===== src/rtl/core/pinhole_point_projection_macros.svh =====
// Assertion macros shared by the pinhole point projection RTL
`ifndef PINHOLE_POINT_PROJECTION_MACROS_SVH
`define PINHOLE_POINT_PROJECTION_MACROS_SVH
`ifndef ASSERT_OFF
// same-cycle implication
`define PPP_ASSERT_IMP(lbl, clk, rst_n, ante, cons) \
    lbl: assert property (@(posedge clk) disable iff (!rst_n) (ante) |-> (cons)) \
        else $error("assertion failed");
// next-cycle implication
`define PPP_ASSERT_NXT(lbl, clk, rst_n, ante, cons) \
    lbl: assert property (@(posedge clk) disable iff (!rst_n) (ante) |=> (cons)) \
        else $error("assertion failed");
`else
`define PPP_ASSERT_IMP(lbl, clk, rst_n, ante, cons)
`define PPP_ASSERT_NXT(lbl, clk, rst_n, ante, cons)
`endif
`endif


===== src/rtl/core/ppp_pkg.sv =====
// Shared types, constants and saturation helper for the point projection block
package ppp_pkg;
    localparam int FRAC_BITS  = 16;
    localparam int DW         = 32;
    localparam int IDX_W      = 5;
    localparam int NUM_COEFS  = 18;
    localparam int SLOT_FX    = 12;
    localparam int SLOT_FY    = 13;
    localparam int SLOT_SKEW  = 14;
    localparam int SLOT_CX    = 15;
    localparam int SLOT_CY    = 16;
    localparam int SLOT_SCALE = 17;

    localparam logic ACT_LOAD    = 1'b0;
    localparam logic ACT_PROJECT = 1'b1;

    localparam int FIFO_DEPTH = 4;
    localparam int FIFO_AW    = $clog2(FIFO_DEPTH);
    localparam int DIV_LAT    = DW + 2;
    localparam int SAT_W      = 2 * DW + 4;
    localparam int NUM_W      = DW + FRAC_BITS;

    typedef logic signed [DW-1:0]    t_word;
    typedef logic signed [2*DW-1:0]  t_prod;
    typedef logic signed [SAT_W-1:0] t_wide;

    localparam t_word WORD_MAX = t_word'({1'b0, {(DW-1){1'b1}}});
    localparam t_word WORD_MIN = t_word'({1'b1, {(DW-1){1'b0}}});
    localparam t_wide WIDE_MAX = t_wide'(WORD_MAX);
    localparam t_wide WIDE_MIN = t_wide'(WORD_MIN);

    typedef struct packed {
        logic             action;
        logic [IDX_W-1:0] coef_index;
        t_word            coef_value;
        t_word            point_x;
        t_word            point_y;
        t_word            point_z;
    } t_in_item;

    typedef struct packed {
        t_word image_x;
        t_word image_y;
        t_word depth;
        logic  depth_zero;
        logic  overflowed;
    } t_result;

    // classified item as it travels from the front queue to the back pipe
    typedef struct packed {
        logic             is_proj;
        logic             wr_en;
        logic [IDX_W-1:0] slot;
        t_word            value;
        t_word            px;
        t_word            py;
        t_word            pz;
    } t_op;

    typedef struct packed {
        t_word val;
        logic  ov;
    } t_sat;

    function automatic t_sat sat_word(input t_wide v);
        t_sat r;
        if (v > WIDE_MAX) begin
            r.val = WORD_MAX;
            r.ov  = 1'b1;
        end else if (v < WIDE_MIN) begin
            r.val = WORD_MIN;
            r.ov  = 1'b1;
        end else begin
            r.val = v[DW-1:0];
            r.ov  = 1'b0;
        end
        return r;
    endfunction
endpackage


===== src/rtl/core/ppp_front.sv =====
// Front end: accepts items, classifies them and queues them for the back pipe
`include "pinhole_point_projection_macros.svh"
module ppp_front
    import ppp_pkg::*;
(
    input  logic     i_clk,
    input  logic     i_rst_n,
    input  logic     i_push,
    input  t_in_item i_item,
    output logic     o_full,
    input  logic     i_take,
    output logic     o_valid,
    output t_op      o_op
);
    t_op                r_mem [FIFO_DEPTH];
    logic [FIFO_AW-1:0] r_wr;
    logic [FIFO_AW-1:0] r_rd;
    logic [FIFO_AW:0]   r_cnt;
    t_op                op_in;
    logic               push_ok;
    logic               pop_ok;

    always_comb begin
        op_in.is_proj = i_item.action == ACT_PROJECT;
        // loads beyond the last slot lose their write enable here
        op_in.wr_en   = (i_item.action == ACT_LOAD) &&
                        (i_item.coef_index < IDX_W'(NUM_COEFS));
        op_in.slot    = i_item.coef_index;
        op_in.value   = i_item.coef_value;
        op_in.px      = i_item.point_x;
        op_in.py      = i_item.point_y;
        op_in.pz      = i_item.point_z;
    end

    assign o_full  = r_cnt == (FIFO_AW + 1)'(FIFO_DEPTH);
    assign o_valid = r_cnt != '0;
    assign o_op    = r_mem[r_rd];
    assign push_ok = i_push && !o_full;
    assign pop_ok  = i_take && o_valid;

    always_ff @(posedge i_clk) begin
        if (push_ok) begin
            r_mem[r_wr] <= op_in;
        end
    end

    always_ff @(posedge i_clk) begin
        if (!i_rst_n) begin
            r_wr  <= '0;
            r_rd  <= '0;
            r_cnt <= '0;
        end else begin
            if (push_ok) begin
                r_wr <= r_wr + 1'b1;
            end
            if (pop_ok) begin
                r_rd <= r_rd + 1'b1;
            end
            if (push_ok && !pop_ok) begin
                r_cnt <= r_cnt + 1'b1;
            end else if (pop_ok && !push_ok) begin
                r_cnt <= r_cnt - 1'b1;
            end
        end
    end

    `PPP_ASSERT_NXT(a_cnt_up, i_clk, i_rst_n, push_ok && !pop_ok, r_cnt == $past(r_cnt) + 1'b1)
    `PPP_ASSERT_NXT(a_cnt_dn, i_clk, i_rst_n, pop_ok && !push_ok, r_cnt == $past(r_cnt) - 1'b1)
endmodule


===== config.mk =====
export PLATFORM = sky130hd
export DESIGN_NAME = ppp_front
export DESIGN_NICKNAME = d
export VERILOG_FILES = /design/src/rtl/core/ppp_pkg.sv /design/src/rtl/core/ppp_front.sv
export VERILOG_INCLUDE_DIRS = /design/src /design/src/rtl/core
export SDC_FILE = /design/constraint.sdc
export NUM_CORES = 1
export LEC_CHECK = 0
export ABC_AREA = 1
export ABC_CLOCK_PERIOD_IN_PS = 10050
export BUFFER_PORTS_ARGS = -buffer_cell sky130_fd_sc_hd__buf_2
export CAP_MARGIN = 40
export CORE_MARGIN = 5
export CORE_UTILIZATION = 40
export CTS_CLUSTER_DIAMETER = 40
export DETAILED_ROUTE_END_ITERATION = 8
export PLACE_DENSITY = 0.6
export REMOVE_ABC_BUFFERS = 1
export SLEW_MARGIN = 20
export SYNTH_ARGS = -nofsm -noshare
export SYNTH_HDL_FRONTEND = slang
export SYNTH_SLANG_ARGS = --single-unit

===== constraint.sdc =====
create_clock -name i_clk -period 10.05 [get_ports i_clk]
set_input_delay 0 -clock i_clk [delete_from_list [all_inputs] [get_ports i_clk]]
set_output_delay 0 -clock i_clk [all_outputs]
set_load 0.02 [all_outputs]

==> results of run 1 <==
-- critical path, cell delays in order, from the launching register on --
cell     delay (ns)
dfxtp_4        0.46
inv_8          0.38
buf_16         0.41
buf_4          0.70
o21ai_0        0.16
o22ai_1        0.25
buf_2          0.22
-- sequential cells by signal, indices dropped and copies added, names as in the netlist, named ones only --
signal  flops
r_cnt       3
r_mem     540
r_rd        2
r_wr        2
-- per-layer routing --
| metal | up-vias | GRT usage |
|---|---|---|
| met2 | 316 | 0.2682 |
| met1 | 6353 | 0.2161 |
| met3 | 65 | 0.03983 |
| li1 | 6100 | - |
| met5 | - | 0 |
| met4 | 0 | 0.05090 |
-- final timing paths --
kind | start | slack [ns] | cells after the start | end
setup reg to reg | r_cnt[0] | 7.41 | 6 | r_mem[0][92]
hold reg to reg | r_rd[0] | 0.51 | 2 | flip-flop
setup / recovery | flip-flop | 6.70 | 6 | o_op[1]
hold / removal | i_item[64] | 0.15 | 2 | r_mem[3][64]
-- what timing repair did --
item | CTS | global route
endpoints found under the hold margin | 549 | 0
hold buffers | 137 | 0
buffers inserted | 0 | 0
-- kinds of logic after synthesis --
| logic type | Yosys count |
|---|---|
| buffers and inverters | 106 |
| AO/OA/AOI/OAI | 412 |
| AND/OR/NAND/NOR | 305 |
| adder cells (fa/ha/maj) | 6 |
| flip-flops | 549 |
-- cell type report --
cell class | count | area [um^2]
Sequential cell | 549 | 16400
Multi-Input combinational cell | 723 | 3497
Antenna cell | 1 | 2.502
Clock buffer | 88 | 2032
Inverter | 18 | 80.08
Clock inverter | 55 | 520.5
Timing Repair Buffer | 432 | 3078
Tap cell | 680 | 850.8
Fill cell | 4306 | 24630
-- layout by cell type, fill, tap and decap left out --
cell type / n
a21oi_1: 5
buf_12: 3
buf_16: 7
buf_2: 274
buf_4: 11
bufinv_16: 5
clkbuf_1: 8
clkbuf_16: 80
clkinv_1: 8
clkinv_2: 9
clkinv_4: 7
clkinv_8: 1
clkinvlp_4: 7
dfxtp_1: 7
dfxtp_4: 2
diode_2: 1
dlygate4sd3_1: 137
edfxtp_1: 540
fa_1: 1
ha_1: 5
inv_1: 16
inv_6: 16
inv_8: 4
nand2_1: 16
nand3_1: 4
nand3b_1: 1
nor2_1: 280
nor2_4: 4
o21ai_0: 200
o21ai_1: 72
o22ai_1: 135
-- power groups by stage --
stage | logic [mW] | clock network, mW | registers, mW
2_1_floorplan | 0.918 | 0 | 2.99
3_3_place_gp | 1.56 | 0 | 2.89
3_5_place_dp | 1.61 | 0 | 2.89
4_1_cts | 1.65 | 2.68 | 2.85
5_1_grt | 1.79 | 2.79 | 2.86
6_report | 1.64 | 2.62 | 2.85
-- stage by stage --
step | power, mW | instances | setup slack, ns
final | 7.112 | 2546 | 6.699
after global routing | 7.452 | 2545 | 6.400
after CTS | 7.183 | 2543 | 6.625
after detailed placement | 4.500 | 2263 | 7.268
after global placement | 4.446 | 2257 | 7.154
after floorplan | 3.906 | 1290 | 3.146
==> results.toml, run 1 <==
[status]
status = "completed"

[floorplanning]
dieHeight_um = 236.5
die_area_um2 = 55910
core_um2 = 51090
die_w_um = 236.5
start_util = 0.4015
pin_count = 275
rows = 83

[global_route]
grt_max_degree = 136
grt_pass1_wl_um = 73020
grt.overflow.total = 0
grt_pass1_vias = 13060
grtUsageTotal = 0.1630
antenna_found_initial = 1

[worst_setup_path]
cp.required_ns = 10.05
arrival_ns = 3.35
start_kind = "flip-flop"
crit_path_end_kind = "primary output"
critPathKind = "flip-flop to primary output"
path_max_fanout = 115

[power]
vdd_drop_max_mv = 0.2018
p_leak_nw = 9.364
p_per_area_nw_per_um2 = 268.7
pwr-share-comb = 0.231
seqPwrFrac = 0.400
p_int_mw = 4.883
p_clk_frac = 0.369
p_switching_mw = 2.228
netSwitchingFraction = 0.3133

[yosys]
yosys_most_used_dff = "edfxtp_1"
syn_area_um2 = 20510
synth_cells = 1378
synth_area_per_cell_um2 = 14.89
muxShareOfSynthArea = 0
synth_compound_area_frac = 0.1088
synth_xor_area_frac = 0
synth_top_family_by_area = "compound AO/OA/AOI/OAI gates"
ys_ff_latch = 549
ys_top_cells_by_area = "edfxtp_1, nor2_1, o21ai_0"
synth_cell_type_count = 22
async_flop_share = 0
synth_most_common_cell = "edfxtp_1"
synth-edff-count = 540
synth_top_area_share = 0.7905
yosys.area.top_type = "edfxtp_1"
synthesis.yosys.warnings = 0
ys_seq_area_frac = 0.7993
synth_common_cells = "edfxtp_1, nor2_1, o21ai_0"
synthSimpleGateAreaFrac = 0.05624
synth_adder_area_share = 0.004026

[cts]
htreeDepth = 3
clock_sinks = 549
cts.path.max_buffers = 3
tritoncts = "yes"
numCtsBuffers = 77
clkTransAtPathRegs_ns = 0.06
cts_root_buffer = "clkbuf_16"
worstSkewPairLatency_ns = 0.60
cts_resized = 0

[routing]
routed-via-count = 12830
remaining_drc_errors = 0
drt_iter0_drc = 867
wirelength_um = 46980
met1_length_um = 20080
firstDrtPassIters = 5
met2WireLength_um = 23240
ant_nets = 0
viasPerCell = 5.041
met3_wirelength_um = 2723
wire_per_inst_um = 18.45
top_layer_used = "met4"

[timing]
max_freq_mhz = 298.4
post-route-min-period_ns = 3.351
fin_skew_ns = 0.01734
slew_headroom = 0.3599
fin_hold_ws_ns = 0.1468
finalSetupTns_ns = 0
final_hold_viol_count = 0
rsz0062_at_grt = "false"
setup_viol = 0
slew_viol_final = 0
finalCritPeriodShare = 0.3335
tightest_slew_ns = 0.9601

[final_layout]
drive_gt1_frac = 0.2306
syn2layout_area_growth_pct = 29.01
fin_nets = 1945
final_util = 0.5180
design_area_um2 = 26460

[placement]
dp_hpwl_um = 24760
gp_congestion = 0.7416
post_dp_cell_area_um2 = 22480
port_buffers = 274

[min_path]
min_path_type = "input pin to flip-flop"

[run]
cap_viol_max_count = 0
Power figures use the tool's default switching activity.
==> inputs of run 2 (changes only) <==
--- a/config.mk
+++ b/config.mk
@@ -7,7 +7,7 @@
 export NUM_CORES = 1
 export LEC_CHECK = 0
 export ABC_AREA = 1
-export ABC_CLOCK_PERIOD_IN_PS = 10050
+export ABC_CLOCK_PERIOD_IN_PS = 3320
 export BUFFER_PORTS_ARGS = -buffer_cell sky130_fd_sc_hd__buf_2
 export CAP_MARGIN = 40
 export CORE_MARGIN = 5
==> constraint.sdc (replaced) <==
create_clock -name i_clk -period 3.32 [get_ports i_clk]
set_input_delay 0 -clock i_clk [delete_from_list [all_inputs] [get_ports i_clk]]
set_output_delay 0 -clock i_clk [all_outputs]
set_load 0.02 [all_outputs]
==> results.toml, run 2 (synthesis gave the netlist of run 1 again) <==
[floorplanning]
dieHeight_um = 236.5
rows = 83
pin_count = 275
core_um2 = 51090
start_util = 0.4015
die_w_um = 236.5
die_area_um2 = 55910

[final_layout]
layout_common_cells = "edfxtp_1, nor2_1, buf_2"
largest-register = "r_mem"
instances_no_fill = 2542
fillCellCount = 4293
final_common_cell = "edfxtp_1"
syn2layout_area_growth_pct = 28.31
top_regs = "r_mem: 540 flops, r_cnt: 3 flops"
drive_gt1_frac = 0.2280
largest_reg_flops = 540
fin_nets = 1946
design_area_um2 = 26320

[cts]
tritoncts = "yes"
numCtsBuffers = 73
cts.path.max_buffers = 3
clock_sinks = 549
cts_root_buffer = "clkbuf_16"
clkTransAtPathRegs_ns = 0.06
htreeDepth = 3
worstSkewPairLatency_ns = 0.58

[timing]
setup_viol = 0
slew_headroom = 0.4190
final_hold_viol_count = 0
finalSetupTns_ns = 0
fin_skew_ns = 0.01703
tightest_slew_ns = 0.8715
post-route-min-period_ns = 2.664
finalCritPeriodShare = 0.8025
fin_hold_ws_ns = 0.1593
max_freq_mhz = 375.4
slew_viol_final = 0
rsz0062_at_grt = "false"

[global_route]
antenna_found_initial = 1
grt_max_degree = 166
grt_pass1_wl_um = 72170
grt.overflow.total = 0
grtUsageTotal = 0.1623
grt_pass1_vias = 12670

[routing]
routed-via-count = 12830
viasPerCell = 5.048
drt_iter0_drc = 789
top_layer_used = "met4"
met3_wirelength_um = 3107
firstDrtPassIters = 4
remaining_drc_errors = 0
met1_length_um = 20520
wire_per_inst_um = 18.60
ant_nets = 0
wirelength_um = 47270
met2WireLength_um = 22890

[worst_setup_path]
slowest_delay_ns = 0.53
cp_slowest_cell = "buf_4"
start_kind = "flip-flop"
crit_path_end_kind = "primary output"
critPathKind = "flip-flop to primary output"
cp_common_cell = "buf_4"
cp.required_ns = 3.32
arrival_ns = 2.66
worstPathCellList = "buf_4, buf_4, o21ai_0, o22ai_1, buf_2"
path_max_fanout = 60
reg2reg_from = "r_cnt[0]"

[min_path]
hold_start = "i_item[52]"
min_path_type = "input pin to flip-flop"

[placement]
gp_congestion = 0.7975
post_dp_cell_area_um2 = 22560
dp_hpwl_um = 26030
place_inst = 2270
port_buffers = 274

[power]
finalPower_mw = 21.15
p_leak_nw = 9.279
p_per_area_nw_per_um2 = 803.5
vdd_drop_max_mv = 0.6113

[status]
status = "completed"

[run]
cap_viol_max_count = 0
run 2: cell types whose count changed in the layout (fill, tap and decap cells not counted), moves of 2 or more:
cell        previous run  this run
clkinv_2               9         5
clkinvlp_4             7         9
buf_4                 11        13
inv_6                 16        12
buf_16                 7         0
buf_12                 3        13
clkbuf_16             80        75
run 2: where the power goes:
group,switching [mW],internal [mW]
logic,3.54,1.47
clock network,2.95,4.60
registers,0.174,8.41
total,6.66,14.5
run 2: routing by layer:
layer	up-vias	track usage
met2	329	0.2663
met4	0	0.04198
met1	6366	0.2187
met5	-	0
met3	57	0.04111
li1	6080	-
run 2: layout make-up:
| class | instances | area [um^2] | area share |
|---|---|---|---|
| sequential | 549 | 16400 | 0.6232 |
| multi-input combinational | 723 | 3497 | 0.1329 |
| timing repair buffer | 437 | 3100 | 0.1178 |
| clock buffer | 84 | 1911 | 0.07259 |
| tap | 680 | 850.8 | 0.03233 |
| clock inverter | 49 | 475.5 | 0.01806 |
| inverter | 18 | 77.57 | 0.002947 |
| antenna | 2 | 5.005 | 0.0001902 |
run 2: what timing repair did:
action | CTS | global route
buffers inserted | 0 | 0
setup endpoints to repair | 0 | 0
gates resized for setup | 0 | 0
hold buffers | 137 | 0
hold endpoints to repair | 549 | 0
run 2: worst max-delay path, delay by kind of cell, from the launching register on:
kind	cells	cell delay (ns)
AOI/OAI and AO/OA	2	0.38
DFF	1	0.40
buffers and inverters	3	1.24
run 2: worst paths after layout:
check	cells past startpoint	end	slack, ns
worst max-delay path	5	o_op[106]	0.66
worst min-delay path	2	r_mem[3][52]	0.16
worst max register to register	5	r_mem[0][114]	1.13
worst min register to register	2	r_rd[0]	0.51
run 2: per-stage QoR:
step                setup slack (ns)    util
floorplan                     -3.584       -
global placement               1.220  0.4415
detailed placement             1.146  0.4415
CTS                           0.5949  0.5150
global route                  0.4523  0.5151
finish                        0.6559  0.5151
